## src/sv/gmc_pkg.sv

```systemverilog
`default_nettype none

package gmc_pkg;

  // Width of the event and result payloads on the stream ports
  localparam int unsigned InTdataW  = 8;
  localparam int unsigned InTuserW  = 1;
  localparam int unsigned OutTdataW = 8;

  // Event kinds carried in tuser
  localparam logic OP_BUTTON = 1'b0;
  localparam logic OP_PORT   = 1'b1;

  // Heading codes
  localparam logic DIR_FORWARD = 1'b0;
  localparam logic DIR_BACK    = 1'b1;

  typedef struct packed {
    logic power_on;
    logic torque_flag;
    logic must_close;
    logic direction;
    logic bwd_drive;
    logic fwd_drive;
  } gmc_state_t;

  typedef struct packed {
    logic running_sensor;
    logic overtorque_seen;
    logic beam_blocked;
    logic opened_sensor;
    logic closed_sensor;
    logic opcode;
  } gmc_event_t;

  // Members are listed from out_tdata bit 6 downward to bit 0
  typedef struct packed {
    logic heading;
    logic restart_idle_timer;
    logic rollback_pulse;
    logic overtorque_latched;
    logic motor_power;
    logic drive_backward;
    logic drive_forward;
  } gmc_result_t;

  localparam gmc_state_t STATE_RESET = '{
    power_on:    1'b0,
    torque_flag: 1'b0,
    must_close:  1'b0,
    direction:   DIR_FORWARD,
    bwd_drive:   1'b0,
    fwd_drive:   1'b0
  };

endpackage

`default_nettype wire

```

## src/sv/gmc_step.sv

```systemverilog
`default_nettype none

// Next-state and result logic for one gate event.
module gmc_step
  import gmc_pkg::*;
(
  input  gmc_event_t  ev,
  input  gmc_state_t  st,
  output gmc_state_t  st_nxt,
  output gmc_result_t res
);

  gmc_state_t s;
  logic       pulse;
  logic       reload;

  always_comb begin
    s      = st;
    pulse  = 1'b0;
    reload = 1'b0;

    if (ev.opcode == OP_BUTTON) begin
      reload = 1'b1;
      if (ev.closed_sensor && ev.opened_sensor) begin
        s.fwd_drive = 1'b0;
        s.bwd_drive = 1'b0;
      end else if (st.fwd_drive || st.bwd_drive) begin
        // stop and turn around
        s.fwd_drive = 1'b0;
        s.bwd_drive = 1'b0;
        s.direction = ~st.direction;
      end else if (st.direction == DIR_FORWARD) begin
        if (!ev.closed_sensor) begin
          s.bwd_drive = 1'b0;
          if (!ev.beam_blocked) begin
            s.direction = DIR_FORWARD;
            s.fwd_drive = 1'b1;
          end
        end else begin
          s.fwd_drive = 1'b0;
          s.direction = DIR_BACK;
          s.bwd_drive = 1'b1;
        end
      end else begin
        if (!ev.opened_sensor) begin
          s.fwd_drive = 1'b0;
          s.direction = DIR_BACK;
          s.bwd_drive = 1'b1;
        end else begin
          s.bwd_drive = 1'b0;
          if (!ev.beam_blocked) begin
            s.direction = DIR_FORWARD;
            s.fwd_drive = 1'b1;
          end else begin
            s.fwd_drive = 1'b0;
          end
        end
      end
      s.torque_flag = 1'b0;
      s.must_close  = 1'b0;
      s.power_on    = 1'b1;
    end else begin
      // beam break while closing: reverse to open
      if (ev.beam_blocked && s.fwd_drive && !s.must_close) begin
        s.fwd_drive = 1'b0;
        s.direction = DIR_BACK;
        s.bwd_drive = 1'b1;
      end
      if (ev.overtorque_seen) begin
        s.must_close = 1'b0;
        if (s.direction == DIR_FORWARD) begin
          if (ev.opened_sensor) begin
            s.fwd_drive = 1'b0;
            s.bwd_drive = 1'b0;
          end else if (ev.running_sensor) begin
            s.fwd_drive = 1'b0;
            s.bwd_drive = 1'b0;
            pulse       = 1'b1;
            s.direction = DIR_BACK;
          end
        end else begin
          s.fwd_drive = 1'b0;
          s.bwd_drive = 1'b0;
          s.direction = DIR_FORWARD;
        end
        s.torque_flag = 1'b1;
      end
      if (ev.closed_sensor && ev.opened_sensor) begin
        s.fwd_drive = 1'b0;
        s.bwd_drive = 1'b0;
      end else if (ev.closed_sensor) begin
        s.fwd_drive  = 1'b0;
        s.direction  = DIR_BACK;
        s.must_close = 1'b1;
        reload       = 1'b1;
      end else if (ev.opened_sensor) begin
        s.bwd_drive = 1'b0;
        s.direction = DIR_FORWARD;
      end else if (s.direction == DIR_BACK && s.must_close && !s.bwd_drive) begin
        // pushed open by hand: close again
        s.power_on  = 1'b1;
        s.fwd_drive = 1'b1;
        s.direction = DIR_FORWARD;
      end
    end
  end

  assign st_nxt                 = s;
  assign res.drive_forward      = s.fwd_drive;
  assign res.drive_backward     = s.bwd_drive;
  assign res.motor_power        = s.power_on;
  assign res.overtorque_latched = s.torque_flag;
  assign res.rollback_pulse     = pulse;
  assign res.restart_idle_timer = reload;
  assign res.heading            = s.direction;

endmodule

`default_nettype wire

```

## src/sv/gate_motor_controller_core.sv

```systemverilog
`default_nettype none

// Sliding-gate motor controller core. Each input transfer is one event: a
// button press (in_tuser = 0) or a sensor port change (in_tuser = 1), with the
// closed, opened, infrared-beam, overtorque and running sensor levels in
// in_tdata. Each event yields exactly one result transfer carrying the forward
// and backward drive bits, motor power, the latched overtorque flag, the
// rollback pulse request, the idle-timer reload request and the heading. The
// block takes one event per clock cycle while out_tready stays high. Each
// event passes the input register and then the result register before
// out_tvalid rises. The rate is set by the state update loop: the gate state
// registers are updated by the step logic in the same cycle the result
// register loads, so each event sees the state left by the one before. A
// result waiting on out_tready holds the next event in the input register; a
// further event waits on in_tready until the result drains. While out_tready
// stays high, events flow back to back.
// After reset the drives are off, the heading is forward (closing), and motor
// power is off until the first button press or forced re-close.
module gate_motor_controller_core
  import gmc_pkg::*;
(
  input  wire logic                  clk,
  input  wire logic                  rst_n,

  input  wire logic                  in_tvalid,
  output logic                       in_tready,
  // [0] closed_sensor, [1] opened_sensor, [2] beam_blocked,
  // [3] overtorque_seen, [4] running_sensor, [7:5] zero
  input  wire logic [InTdataW-1:0]   in_tdata,
  // [0] opcode
  input  wire logic [InTuserW-1:0]   in_tuser,

  output logic                       out_tvalid,
  input  wire logic                  out_tready,
  // [0] drive_forward, [1] drive_backward, [2] motor_power,
  // [3] overtorque_latched, [4] rollback_pulse, [5] restart_idle_timer,
  // [6] heading, [7] zero
  output logic [OutTdataW-1:0]       out_tdata
);

  localparam int unsigned ResW = $bits(gmc_result_t);

  // Input register
  logic        in_valid_r;
  logic        in_valid_nxt;
  gmc_event_t  ev_r;

  // Gate state
  gmc_state_t  state_r;
  gmc_state_t  state_nxt;

  // Result register
  logic        out_valid_r;
  logic        out_valid_nxt;
  gmc_result_t res_r;
  gmc_result_t res_c;

  logic        in_xfer;
  logic        advance;

  // Advance the event into the result register when that register is free
  // or is being drained this cycle.
  assign advance   = in_valid_r && (!out_valid_r || out_tready);
  assign in_tready = !in_valid_r || advance;
  assign in_xfer   = in_tvalid && in_tready;

  gmc_step u_step (
    .ev     (ev_r),
    .st     (state_r),
    .st_nxt (state_nxt),
    .res    (res_c)
  );

  always_comb begin
    in_valid_nxt = in_valid_r;
    if (in_xfer) begin
      in_valid_nxt = 1'b1;
    end else if (advance) begin
      in_valid_nxt = 1'b0;
    end
  end

  always_comb begin
    out_valid_nxt = out_valid_r;
    if (advance) begin
      out_valid_nxt = 1'b1;
    end else if (out_tready) begin
      out_valid_nxt = 1'b0;
    end
  end

  // Control state
  always_ff @(posedge clk) begin
    if (!rst_n) begin
      in_valid_r  <= 1'b0;
      out_valid_r <= 1'b0;
      state_r     <= STATE_RESET;
    end else begin
      in_valid_r  <= in_valid_nxt;
      out_valid_r <= out_valid_nxt;
      if (advance) begin
        state_r <= state_nxt;
      end
    end
  end

  // Payload registers
  always_ff @(posedge clk) begin
    if (in_xfer) begin
      ev_r.opcode          <= in_tuser[0];
      ev_r.closed_sensor   <= in_tdata[0];
      ev_r.opened_sensor   <= in_tdata[1];
      ev_r.beam_blocked    <= in_tdata[2];
      ev_r.overtorque_seen <= in_tdata[3];
      ev_r.running_sensor  <= in_tdata[4];
    end
    if (advance) begin
      res_r <= res_c;
    end
  end

  assign out_tvalid = out_valid_r;
  assign out_tdata  = {{(OutTdataW - ResW){1'b0}}, res_r};

endmodule

`default_nettype wire

```

## config.mk

```make
export PLATFORM = sky130hd
export DESIGN_NAME = gate_motor_controller_core
export DESIGN_NICKNAME = d
export VERILOG_FILES = /design/src/sv/gmc_pkg.sv /design/src/sv/gmc_step.sv /design/src/sv/gate_motor_controller_core.sv
export SDC_FILE = /design/constraint.sdc
export NUM_CORES = 1
export LEC_CHECK = 0
export ABC_AREA = 1
export BUFFER_PORTS_ARGS = -buffer_cell sky130_fd_sc_hd__buf_4
export CAP_MARGIN = 25
export CORE_MARGIN = 1
export CORE_UTILIZATION = 40
export DETAILED_ROUTE_END_ITERATION = 7
export PLACE_DENSITY = 0.63
export SLEW_MARGIN = 10
export SYNTH_ARGS = -nofsm -noshare
export SYNTH_HDL_FRONTEND = slang
export SYNTH_SLANG_ARGS = --single-unit
```

## constraint.sdc

```tcl
create_clock -name clk -period 1.1 [get_ports clk]
set_input_delay 0.165 -clock clk [delete_from_list [all_inputs] [get_ports clk]]
set_output_delay 0.165 -clock clk [all_outputs]
set_load 0.02 [all_outputs]
```

; Word level (Yosys, flattened, before mapping)
; Cells that the tools add are included.
; Widths: inputs -> output; s select.
[totals]
word_cells = 81
input_bits = 13
reg_bits = 21
out_inout_bits = 10
[classes]
bitwise_logic = 3
n_reduce_logical = 17
n_mux = 40
[op_table]
columns = op, n
row1 = $mux 1, 25
row2 = $mux 3, 8
row3 = $mux 5, 2
row4 = $mux 2, 4
row5 = $logic_and 1x1->1, 7
row6 = $mux 6, 1
row7 = $logic_not 1->1, 4
row8 = $reduce_bool 2->1, 2
row9 = $reduce_or 4->1, 1
row10 = $logic_or 1x1->1, 3
row11 = $not 1->1, 3

; Logic depth before layout (Yosys ltp)
; Gate-level depths: netlist of the first run.
[depth]
ltp_word = 16
ltp_mapped = 11

; Hierarchy
; From an unflattened synthesis of the first run, not the netlist that was laid out.
[hier_totals]
hier_cells = 132
area_unflattened_um2 = 1089.8
[modules_own_cells]
columns = mod, cells_per_inst, area_per_inst_um2, n_inst, seq_area_each_um2
row1 = gate_motor_controller_core, 66, 775.7, 1, 550.5
row2 = gmc_step, 66, 314.1, 1, 0.0

; Worst setup path before layout of the first run
; Ideal clock, no wire load.
[synth_timing]
path_type = register -> register
startpoint = register ev_r[3] in the netlist's numbering
endpoint = register res_r (netlist bit out_tdata[0]) (data pin)
setup_slack_ns = -0.119
t_required_ns = 0.850
path_stages_with_launch = 9
n_path_buf = 0
period_less_slack_ns = 1.219
arrival_ns = 0.969
setup_ns = 0.250
cell_sequence = edfxtp_1 -> nand3_2 -> nand2_2 -> nand4_2 -> clkinv_1 -> nand2_2 -> nand3_2 -> nand2_2 -> inv_1
[synth_lines]
columns = element, line_no
row1 = start: declaration, gate_motor_controller_core.sv:46  ; gmc_event_t ev_r;
row2 = end signal: assignment, gate_motor_controller_core.sv:118  ; res_r <= res_c;
row3 = end: declaration, gate_motor_controller_core.sv:55  ; gmc_result_t res_r;

==> results.json, run 1 <==
{
  "synth_cell_type_count": 24,
  "place_ws_ns": -0.183,
  "avgSynthCellArea_um2": 9.26,
  "die_w_um": 51.3,
  "post_synth_instance_area_um2": 972,
  "power.density_nw_per_um2": 1160,
  "layout_common_cells": "buf_4 (36), nand2_1 (20), edfxtp_1 (13)",
  "start_kind": "flip-flop",
  "antenna_found_initial": 0,
  "cts_tree": "done",
  "rsz0062_at_grt": "yes",
  "cts_root_buffer": "clkbuf_4",
  "hold_viol_final": 0,
  "hold_buffers": 0,
  "cp_cell_sequence": "nand3_2, nand2_2, nand2_1, nand3_1, nand2_1, inv_2, nand2_2, nand2_1",
  "ir_worst_vdd_mv": 0.764,
  "crit_type": "flip-flop to flip-flop",
  "outcome": "finished, violations left",
  "initial_core_util_pct": 43.1,
  "min_path_type": "input port to flip-flop",
  "violations": "negative setup slack",
  "gp_congestion": 0.870,
  "drc": 0,
  "die_area_um2": 2630,
  "p_leak_nw": 0.667,
  "drive_gt1_share_pct": 51.4,
  "cp_data_arrival_time_ns": 1.38,
  "gr-total-overflow": 0,
  "total_power_mw": 1.64,
  "setup_viol": 9,
  "wl_per_cell_um": 12.4,
  "drtIter0Drc": 13,
  "fmax_ghz": 0.769,
  "ys_seq_area_share_pct": 56.6,
  "via_per_inst": 4.95,
  "fin_crit_sh_pct": 118,
  "numPortBuffers": 18,
  "cp_common_cell": "nand2_1",
  "cts_buffer_depth": 2,
  "dp_hpwl_um": 1480,
  "slowest_stage": "edfxtp_1",
  "rows": 17,
  "slew_violations": 0,
  "cpLargestDelayFamily": "simple AND/OR/NAND/NOR gates",
  "synth_fp_nets": 118,
  "synth_seq_cells": 21,
  "critical_path_buf_inv_count": 1,
  "critPathCaptureType": "flip-flop",
  "cts_inserted_buffers": 3,
  "critPathRequiredTime_ns": 1.18,
  "cap_violations": 0,
  "fin_ws_ns": -0.200,
  "path_max_fanout": 4,
  "grt_max_degree": 16,
  "postSynthCellCount": 105,
  "mostFrequentLayoutCell": "buf_4",
  "skew_ns": 0.00157,
  "n_antenna_cell": 0,
  "clk_pin_slew_ns": 0.11,
  "cts.sinks": 21,
  "grt_pass1_vias": 864,
  "area_delta_synth_final_pct": 44.8,
  "first_pass_iters": 4,
  "clk_latency_ns": 0.30,
  "wl_um": 2190,
  "fin_nets": 162,
  "ys_warn_count": 0,
  "gr-usage-all-layers_pct": 18.2,
  "ant_nets": 0,
  "die_h_um": 51.3,
  "max_stage_delay_ns": 0.45,
  "grt_first_pass_wirelength_um": 3470,
  "coreArea_um2": 2250,
  "pin_count": 23,
  "via_count": 871,
  "htreeDepth": 1,
  "period_minus_slack_ns": 1.30
}
final timing paths:
path / cells after the start / end / startpoint / slack, ns
hold reg to reg: 2 / out_tvalid$_SDFFE_PN0P_ / out_tvalid$_SDFFE_PN0P_ / 0.52
setup reg to reg: 8 / out_tdata[6]$_DFFE_PP_ / ev_r[3]$_DFFE_PP_ / -0.20
hold / removal: 1 / ev_r[1]$_DFFE_PP_ / in_tdata[0] / 0.03
setup / recovery: 8 / out_tdata[6]$_DFFE_PP_ / ev_r[3]$_DFFE_PP_ / -0.20
through the flow:
step           hold slack (ns)  TNS, ns  cell area [um2]  utilization (%)  cells
2_1_floorplan            0.264   -0.182              980                -    105
6_report                0.0279    -1.20             1410             62.4    176
4_1_cts                 0.0240   -0.863             1340             59.2    172
3_3_place_gp             0.343   -0.661             1240             55.0    163
5_1_grt                 0.0106    -1.72             1410             62.4    176
3_5_place_dp             0.345   -0.960             1240             55.0    163
synth_stat cells (all sizes together):
| cell type | count | share of area [%] |
|---|---|---|
| inv | 18 | 6.9 |
| nand4 | 4 | 3.2 |
| o21ai | 9 | 4.6 |
| nor2 | 5 | 2.2 |
| a31oi | 1 | 0.64 |
| nand3 | 6 | 4.6 |
| nand3b | 1 | 1.2 |
| conb | 1 | 0.39 |
| clkinv | 1 | 0.39 |
| o211ai | 2 | 2.1 |
| buf | 1 | 0.77 |
| nand2 | 26 | 11 |
| a21oi | 8 | 4.5 |
| edfxtp | 13 | 40 |
| a211oi | 1 | 0.77 |
| dfxtp | 8 | 16 |
cell families after synthesis:
kind of cell | share of synthesized area [%]
AOI/OAI and AO/OA | 12.6
and+or+nand+nor | 22.3
buffers and inverters | 8.11
other | 0.386
DFF | 56.6
final cells by class:
type,count,area [um2]
Fill cell,191,847
Sequential cell,21,558
Multi-Input combinational cell,64,395
Timing Repair Buffer,40,315
Inverter,19,76.3
Tap cell,28,35.0
Clock buffer,3,22.5
Clock inverter,1,5.00
sequential cells by signal (all words and copies together), names as in the netlist:
register    cells
out_tdata       7
out_tvalid      1
in_valid_r      1
ev_r            6
state_r         6
power by group:
group          switching (mW)  internal, mW
logic                   0.187         0.161
clock network           0.232         0.136
registers              0.0306         0.889
metal layers:
layer | share of wire, % | track usage [%]
met5 | 0 | 0
met4 | 1.8 | 8.56
met3 | 3.4 | 3.87
met2 | 56 | 36.0
met1 | 39 | 17.5
repair_timing:
item,in CTS,in global routing
pin swaps,6,9
resized for setup,9,17
setup endpoints to repair,10,21
buffers inserted,5,4
Power figures use the tool's default switching activity.
==> run 2: changes to the inputs <==
Settings changed: BUFFER_PORTS_ARGS -buffer_cell sky130_fd_sc_hd__buf_4 to -buffer_cell sky130_fd_sc_hd__buf_2.
==> run 2 against run 1 <==
Compared with the run above: the flow still finishes with violations (negative setup slack); power down 1.9%; non-clock buffer count unchanged; register-to-register slack worse by 0.03 ns; cell count unchanged; sequential share of layout area up 1.5 points; count of clock-buffer cells in the layout up 1; highest routed layer unchanged; fmax down 2.3%; core utilization down 2.7 points; critical path type unchanged; cell area down 4.4%; largest power group unchanged; worst setup slack worse by 0.031 ns.
==> results.json, run 2 (synthesized netlist as in run 1, its figures left out) <==
{
  "wl_per_cell_um": 11.6,
  "cts_inserted_buffers": 3,
  "cts_tree": "done",
  "cp_common_cell": "nand2_1",
  "fmax_ghz": 0.752,
  "final_area_um2": 1350,
  "critPathCaptureType": "flip-flop",
  "die_area_um2": 2630,
  "wl_um": 2050,
  "tns_ns": -1.39,
  "cts.sinks": 21,
  "fin_crit_sh_pct": 121,
  "rows": 17,
  "r2r_slack_ns": -0.23,
  "cpLargestDelayFamily": "simple AND/OR/NAND/NOR gates",
  "clk_latency_ns": 0.30,
  "cp_cell_sequence": "nand3_2, nand2_2, nand4_4, nand2_1, nand2_1, nand2_2, nand2_1",
  "numPortBuffers": 18,
  "max_stage_delay_ns": 0.44,
  "p_leak_nw": 0.644,
  "die_w_um": 51.3,
  "layout_common_cells": "nand2_1 (21), buf_4 (20), buf_2 (17)",
  "cts_root_buffer": "clkbuf_4",
  "gr-total-overflow": 0,
  "fin_cells": 176,
  "initial_core_util_pct": 43.1,
  "ant_nets": 0,
  "htreeDepth": 1,
  "via_per_inst": 4.88,
  "maxUsedRoutingLayer": "met4",
  "power.density_nw_per_um2": 1190,
  "wl_met3_um": 95,
  "cp_data_arrival_time_ns": 1.41,
  "hold_viol_final": 0,
  "cts_buffer_depth": 2,
  "min_path_type": "input port to flip-flop",
  "dp_cells": 163,
  "pin_count": 23,
  "drtIter0Drc": 23,
  "drive_gt1_share_pct": 47.3,
  "grt_pass1_vias": 729,
  "outcome": "finished, violations left",
  "period_minus_slack_ns": 1.33,
  "skew_ns": 0.00514,
  "violations": "negative setup slack",
  "gp_congestion": 0.858,
  "fin_util_pct": 59.7,
  "cap_violations": 0,
  "largest_register_ffs": 7,
  "critical_path_buf_inv_count": 0,
  "fin_hold_ws_ns": 0.0272,
  "placed_area_um2": 1190,
  "grt_max_degree": 16,
  "clk_pin_slew_ns": 0.11,
  "grt_first_pass_wirelength_um": 2920,
  "slowest_stage": "edfxtp_1",
  "wl_met1_um": 828,
  "gr-usage-all-layers_pct": 15.7,
  "slew_violations": 0,
  "start_kind": "flip-flop",
  "crit_type": "flip-flop to flip-flop",
  "first_pass_iters": 4,
  "ir_worst_vdd_mv": 0.663,
  "area_delta_synth_final_pct": 38.5,
  "fin_ws_ns": -0.231,
  "fin_nets": 162,
  "die_h_um": 51.3,
  "critPathRequiredTime_ns": 1.18,
  "coreArea_um2": 2250,
  "setup_viol": 10,
  "rsz0062_at_grt": "yes",
  "drc": 0,
  "n_antenna_cell": 0,
  "path_max_fanout": 4,
  "via_count": 858,
  "dp_hpwl_um": 1350,
  "antenna_found_initial": 0,
  "dr_wl_met2_um": 1080,
  "mostFrequentLayoutCell": "nand2_1"
}
-- run 2: where the power goes --
group | switching (mW) | total [mW] | internal [mW]
Sequential | 0.0330 | 0.923 | 0.890
Combinational | 0.176 | 0.313 | 0.137
Clock | 0.227 | 0.368 | 0.141
Total | 0.436 | 1.60 | 1.17
-- run 2: path summary, 6_finish.rpt --
| kind | start | endpoint | cells past startpoint |
|---|---|---|---|
| worst min register to register | state_r[5]$_SDFFE_PN0P_ | state_r[5]$_SDFFE_PN0P_ | 2 |
| worst max register to register | ev_r[3]$_DFFE_PP_ | out_tdata[6]$_DFFE_PP_ | 7 |
| worst min-delay path | in_tdata[1] | ev_r[2]$_DFFE_PP_ | 1 |
| worst max-delay path | ev_r[3]$_DFFE_PP_ | out_tdata[6]$_DFFE_PP_ | 7 |
-- run 2: final cells by class --
type	instances	area, um2
Clock buffer	4	26.3
Fill cell	198	908
Inverter	19	76.3
Multi-Input combinational cell	64	387
Sequential cell	21	554
Tap cell	28	35.0
Timing Repair Buffer	40	268
-- run 2: repair_timing --
action,CTS,global route
resized for setup,8,11
endpoints found under the setup margin,10,18
endpoints found under the hold margin,0,1
hold buffers,0,1
pin swaps,4,9
buffers inserted,6,3
-- run 2: through the flow --
stage / setup slack [ns] / total power, mW
after floorplan: -0.103 / 1.10
after global placement: -0.141 / 1.20
after detailed placement: -0.179 / 1.20
after CTS: -0.198 / 1.60
after global routing: -0.314 / 1.69
final: -0.231 / 1.60
-- run 2: per-layer routing --
metal / vias up / GRT usage [%]
li1: 434 / -
met1: 385 / 15.3
met2: 33 / 29.8
met3: 6 / 3.57
met4: 0 / 9.01
met5: - / 0
